==> src/sv/shb_pkg.sv <==
`timescale 1ns / 1ps
`default_nettype none

package shb_pkg;

	localparam int QDepth = 4;
	localparam int QAw    = $clog2(QDepth);
	localparam int Rounds = 80;

	// one queued word with its block tags
	typedef struct packed {
		logic [63:0] word;
		logic        first;
		logic        last;
		logic        eob;
	} shb_word_t;

	typedef enum logic [1:0] {
		ST_LOAD,
		ST_ROUND,
		ST_FINAL,
		ST_EMIT
	} shb_state_t;

	localparam logic [63:0] IV_TABLE [8] = '{
		64'h6a09e667f3bcc908, 64'hbb67ae8584caa73b,
		64'h3c6ef372fe94f82b, 64'ha54ff53a5f1d36f1,
		64'h510e527fade682d1, 64'h9b05688c2b3e6c1f,
		64'h1f83d9abfb41bd6b, 64'h5be0cd19137e2179
	};

	localparam logic [63:0] K_TABLE [Rounds] = '{
		64'h428a2f98d728ae22, 64'h7137449123ef65cd, 64'hb5c0fbcfec4d3b2f, 64'he9b5dba58189dbbc,
		64'h3956c25bf348b538, 64'h59f111f1b605d019, 64'h923f82a4af194f9b, 64'hab1c5ed5da6d8118,
		64'hd807aa98a3030242, 64'h12835b0145706fbe, 64'h243185be4ee4b28c, 64'h550c7dc3d5ffb4e2,
		64'h72be5d74f27b896f, 64'h80deb1fe3b1696b1, 64'h9bdc06a725c71235, 64'hc19bf174cf692694,
		64'he49b69c19ef14ad2, 64'hefbe4786384f25e3, 64'h0fc19dc68b8cd5b5, 64'h240ca1cc77ac9c65,
		64'h2de92c6f592b0275, 64'h4a7484aa6ea6e483, 64'h5cb0a9dcbd41fbd4, 64'h76f988da831153b5,
		64'h983e5152ee66dfab, 64'ha831c66d2db43210, 64'hb00327c898fb213f, 64'hbf597fc7beef0ee4,
		64'hc6e00bf33da88fc2, 64'hd5a79147930aa725, 64'h06ca6351e003826f, 64'h142929670a0e6e70,
		64'h27b70a8546d22ffc, 64'h2e1b21385c26c926, 64'h4d2c6dfc5ac42aed, 64'h53380d139d95b3df,
		64'h650a73548baf63de, 64'h766a0abb3c77b2a8, 64'h81c2c92e47edaee6, 64'h92722c851482353b,
		64'ha2bfe8a14cf10364, 64'ha81a664bbc423001, 64'hc24b8b70d0f89791, 64'hc76c51a30654be30,
		64'hd192e819d6ef5218, 64'hd69906245565a910, 64'hf40e35855771202a, 64'h106aa07032bbd1b8,
		64'h19a4c116b8d2d0c8, 64'h1e376c085141ab53, 64'h2748774cdf8eeb99, 64'h34b0bcb5e19b48a8,
		64'h391c0cb3c5c95a63, 64'h4ed8aa4ae3418acb, 64'h5b9cca4f7763e373, 64'h682e6ff3d6b2b8a3,
		64'h748f82ee5defb2fc, 64'h78a5636f43172f60, 64'h84c87814a1f0ab72, 64'h8cc702081a6439ec,
		64'h90befffa23631e28, 64'ha4506cebde82bde9, 64'hbef9a3f7b2c67915, 64'hc67178f2e372532b,
		64'hca273eceea26619c, 64'hd186b8c721c0c207, 64'heada7dd6cde0eb1e, 64'hf57d4f7fee6ed178,
		64'h06f067aa72176fba, 64'h0a637dc5a2c898a6, 64'h113f9804bef90dae, 64'h1b710b35131c471b,
		64'h28db77f523047d84, 64'h32caab7b40c72493, 64'h3c9ebe0a15c9bebc, 64'h431d67c49c100d4c,
		64'h4cc5d4becb3e42b6, 64'h597f299cfc657e2a, 64'h5fcb6fab3ad6faec, 64'h6c44198c4a475817
	};

	function automatic logic [63:0] big_sigma0(input logic [63:0] x);
		big_sigma0 = {x[27:0], x[63:28]} ^ {x[33:0], x[63:34]} ^ {x[38:0], x[63:39]};
	endfunction

	function automatic logic [63:0] big_sigma1(input logic [63:0] x);
		big_sigma1 = {x[13:0], x[63:14]} ^ {x[17:0], x[63:18]} ^ {x[40:0], x[63:41]};
	endfunction

	function automatic logic [63:0] small_sigma0(input logic [63:0] x);
		small_sigma0 = {x[0], x[63:1]} ^ {x[7:0], x[63:8]} ^ {7'd0, x[63:7]};
	endfunction

	function automatic logic [63:0] small_sigma1(input logic [63:0] x);
		small_sigma1 = {x[18:0], x[63:19]} ^ {x[60:0], x[63:61]} ^ {6'd0, x[63:6]};
	endfunction

endpackage

`default_nettype wire

==> src/sv/shb_front.sv <==
`timescale 1ns / 1ps
`default_nettype none

module shb_front (
	input  wire logic              clk,
	input  wire logic              arst_n,
	input  wire logic              start,
	input  wire logic [63:0]       message_word,
	input  wire logic              first_block,
	input  wire logic              last_block,
	output logic                   busy,
	output logic                   q_valid,
	output shb_pkg::shb_word_t     q_data,
	input  wire logic              q_pop
);
	import shb_pkg::*;

	shb_word_t         mem_q [QDepth];
	logic [QAw-1:0]    wr_ptr_q;
	logic [QAw-1:0]    rd_ptr_q;
	logic [QAw:0]      count_q;
	logic [3:0]        pos_q;
	logic              push;
	logic              pop;

	assign busy    = (count_q == (QAw+1)'(QDepth));
	assign push    = start && !busy;
	assign q_valid = (count_q != '0);
	assign pop     = q_pop && q_valid;
	assign q_data  = mem_q[rd_ptr_q];

	// tag the word and store it in the queue
	always_ff @(posedge clk) begin
		if (push) begin
			mem_q[wr_ptr_q] <= '{word: message_word, first: first_block,
				last: last_block, eob: (pos_q == 4'd15)};
		end
	end

	// advance pointers, fill count and word position
	always_ff @(posedge clk or negedge arst_n) begin
		if (!arst_n) begin
			wr_ptr_q <= '0;
			rd_ptr_q <= '0;
			count_q  <= '0;
			pos_q    <= '0;
		end else begin
			if (push) begin
				wr_ptr_q <= wr_ptr_q + QAw'(1);
				pos_q    <= pos_q + 4'd1;
			end
			if (pop)
				rd_ptr_q <= rd_ptr_q + QAw'(1);
			if (push && !pop)
				count_q <= count_q + (QAw+1)'(1);
			else if (pop && !push)
				count_q <= count_q - (QAw+1)'(1);
		end
	end

endmodule

`default_nettype wire

==> config.mk <==
export PLATFORM = sky130hd
export DESIGN_NAME = shb_front
export DESIGN_NICKNAME = d
export VERILOG_FILES = /design/src/sv/shb_pkg.sv /design/src/sv/shb_front.sv
export SDC_FILE = /design/constraint.sdc
export NUM_CORES = 1
export LEC_CHECK = 0
export ABC_AREA = 1
export BUFFER_PORTS_ARGS = -buffer_cell sky130_fd_sc_hd__buf_2
export CELL_PAD_IN_SITES_DETAIL_PLACEMENT = 1
export CELL_PAD_IN_SITES_GLOBAL_PLACEMENT = 1
export CORE_MARGIN = 5
export CORE_UTILIZATION = 42
export CTS_CLUSTER_SIZE = 24
export DETAILED_ROUTE_END_ITERATION = 16
export HOLD_SLACK_MARGIN = 0.06
export PLACE_DENSITY_LB_ADDON = 0.15
export SYNTH_ARGS = -nofsm -noshare
export SYNTH_HDL_FRONTEND = slang
export SYNTH_SLANG_ARGS = --single-unit
==> constraint.sdc <==
create_clock -name clk -period 12.3 [get_ports clk]
set_clock_uncertainty 0.2 [all_clocks]
set_input_delay 0.615 -clock clk [delete_from_list [all_inputs] [get_ports clk]]
set_output_delay 0.615 -clock clk [all_outputs]
set_load 0.02 [all_outputs]
==> impl_metrics.py <==
metrics = {
    "run_status": {
        "status": "completed",
    },
    "cts": {
        "cts-resized-gates": 0,
        "path_clk_slew_ps": 60,
        "cts_buffers": 29,
        "cts_tree": "built",
        "insertion_delay_ps": 530,
        "cts_setup_buffers": 0,
        "numClockSinks": 279,
        "htreeDepth": 1,
        "clock_path_buffers": 3,
        "clock-root-buffer": "clkbuf_16",
    },
    "detailed_routing": {
        "post-route-drc-count": 0,
        "routed_wl_um": 23900,
        "drt_iter0_drc": 384,
        "wl_per_cell_um": 18.6,
        "postRouteAntennaNets": 0,
        "vias": 6565,
        "dr.pass1.iters": 4,
        "vias_per_cell": 5.12,
    },
    "timing": {
        "finalHoldViolations": 0,
        "timing.hold.ws_ps": 97.2,
        "fmax_ghz": 0.248,
        "slew_violations": 0,
        "slew_headroom_pct": 29.6,
        "rsz0062_at_grt": "false",
        "setup_viol": 0,
        "fin_tns_setup_ps": 0,
        "fin_crit_ps": 4030,
        "post-route-period-util_pct": 32.8,
        "tightestPinTransition_ps": 1060,
    },
    "synthesis": {
        "async_flop_share_pct": 3.94,
        "ys_ff_latch": 279,
        "yosysMostFrequentCell": "edfxtp_1",
        "ys_types": 19,
        "synth_edf_count": 268,
        "syn_area_per_cell_um2": 13.5,
        "synthTopCellsByArea": "edfxtp_1 75%, nor2_1 7.2%, o21ai_1 5.9%",
        "yosys_warnings": 0,
        "ys.flop_type": "edfxtp_1",
        "yosys.area.top_type": "edfxtp_1",
        "synth_area_mm2": 0.0108,
        "synth_fp_nets": 877,
        "synth_top_area_share_pct": 74.7,
        "syn-instance-count": 800,
        "synth.yosys.seq_area_share_pct": 77.2,
        "synth_commonest_cells": "268 x edfxtp_1, 207 x nor2_1, 126 x o21ai_1",
    },
    "critical_path": {
        "cp-start-kind": "flop",
        "worstSetupEndpointType": "output pin",
        "cp_data_required_time_ps": 11480,
        "crit_chain": "inv_4 -> buf_4 -> o21ai_0 -> o21ai_1 -> buf_2",
        "crit_slowest_cell": "dfrtp_4",
        "worstPathMaxFanout": 76,
        "cp_slowest_stage_delay_ps": 720,
        "cp.arrival_ps": 3220,
        "critPathKind": "flop to output pin",
    },
    "global_routing": {
        "grt_pass1_wl_um": 37600,
        "antenna_found_initial": 1,
        "grt-ovfl-total": 0,
        "grt_max_degree": 88,
        "grt_usage_pct": 16.3,
        "grt_pass1_vias": 6959,
    },
    "layout": {
        "seqCellArea_mm2": 0.00833,
        "multi_input_area_mm2": 0.00211,
        "fillCellCount": 2624,
        "drive_gt1_share_pct": 20.2,
        "syn_to_final_growth_pct": 16.6,
        "fin_util_pct": 49.8,
        "finalNetCount": 1010,
    },
    "pwr": {
        "leakage_uw": 0.00450,
        "power.density_mw_per_mm2": 262,
        "ir_drop_mv": 0.136,
    },
    "floorplan": {
        "rows": 58,
        "die_h_um": 170,
        "die_w_um": 170,
        "start_util_pct": 42.7,
        "die_area_mm2": 0.0290,
        "io_pins": 139,
        "core_mm2": 0.0253,
    },
    "placement": {
        "gp_routability_congestion": 0.685,
        "dp.final_hpwl_um": 13500,
        "io_buffers": 138,
    },
    "min_path": {
        "hold_path_class": "primary input to flop",
    },
    "job": {
        "cap_violations": 0,
    },
}
what timing repair did:
item | CTS | global route
endpoints found under the setup margin | 0 | 0
hold buffers | 1 | 0
endpoints found under the hold margin | 11 | 0
path summary, 6_finish.rpt:
| check | cells after the start | to | slack, ps | from |
|---|---|---|---|---|
| worst min register to register | 2 | pos_q[3]$_DFFE_PN0P_ | 320 | pos_q[3]$_DFFE_PN0P_ |
| worst min-delay path | 1 | mem_q[1][9]$_DFFE_PP_ | 100 | message_word[6] |
| min in group asynchronous | 2 | rd_ptr_q[0]$_DFFE_PN0P_ | 290 | arst_n |
| max in group asynchronous | 2 | rd_ptr_q[0]$_DFFE_PN0P_ | 11360 | arst_n |
| worst max-delay path | 5 | q_data[66] | 8270 | rd_ptr_q[0]$_DFFE_PN0P_ |
| worst max register to register | 5 | mem_q[2][63]$_DFFE_PP_ | 9100 | count_q[0]$_DFFE_PN0P_ |
sequential cells by signal, indices dropped and copies added (netlist names):
name / count
mem_q: 268
rd_ptr_q: 2
pos_q: 4
count_q: 3
wr_ptr_q: 2
power breakdown:
group / switching, uW / internal [uW]
sequential: 80.4 / 1250
combinational: 807 / 314
clock: 343 / 490
total: 1230 / 2060
critical path, delay by kind of cell (launching register included):
kind,cells,cell delay [ps]
compound gates,2,420
flops,1,720
buf+inv,3,1470
metal layers:
| metal | vias up | wire length (um) | global-route usage, % |
|---|---|---|---|
| li1 | 3122 | - | - |
| met1 | 3286 | 10500 | 21.7 |
| met2 | 128 | 11900 | 28.2 |
| met3 | 29 | 1060 | 2.88 |
| met4 | 0 | 374 | 3.68 |
| met5 | - | 0 | 0 |
placed cells by master, fill, tap and decap left out:
cell type	n
clkbuf_1	3
dfrtp_4	1
clkinv_1	7
buf_4	7
nand4_1	2
clkbuf_16	29
inv_1	13
edfxtp_1	268
fa_1	1
dlygate4sd3_1	1
nor2_1	203
bufinv_16	3
nand3_1	4
a21boi_1	1
inv_8	1
xnor2_1	2
inv_4	2
o21ai_0	76
nor2_4	4
nand2_1	37
ha_1	6
buf_2	138
diode_2	1
dfrtp_1	10
o21ai_1	126
clkinv_2	7
logic make-up after synthesis:
family / after synthesis / synth area share [%]
simple gates: 250 / 8.80
buf+inv: 59 / 3.47
compound gates: 203 / 9.45
xor+xnor: 2 / 0.163
fa+ha+maj: 7 / 0.882
flops: 279 / 77.2
layout make-up:
class                      count  share of cell area (%)
antenna                        1                  0.0199
clock buffer                  32                    5.86
clock inverter                18                    1.29
inverter                      15                   0.488
multi-input combinational    462                    16.8
sequential                   279                    66.3
tap                          330                    3.29
timing repair buffer         146                    5.99
per-stage QoR:
step	instance area [um^2]	std cells	power, uW	worst slack [ps]
6_report	12600	1283	3290	8270
5_1_grt	12600	1283	3500	7960
4_1_cts	12600	1282	3350	8180
3_5_place_dp	11700	1231	2510	8780
3_3_place_gp	11700	1231	2480	8780
2_1_floorplan	10800	800	2150	7970
No activity file was read; power rests on OpenSTA's default activity.
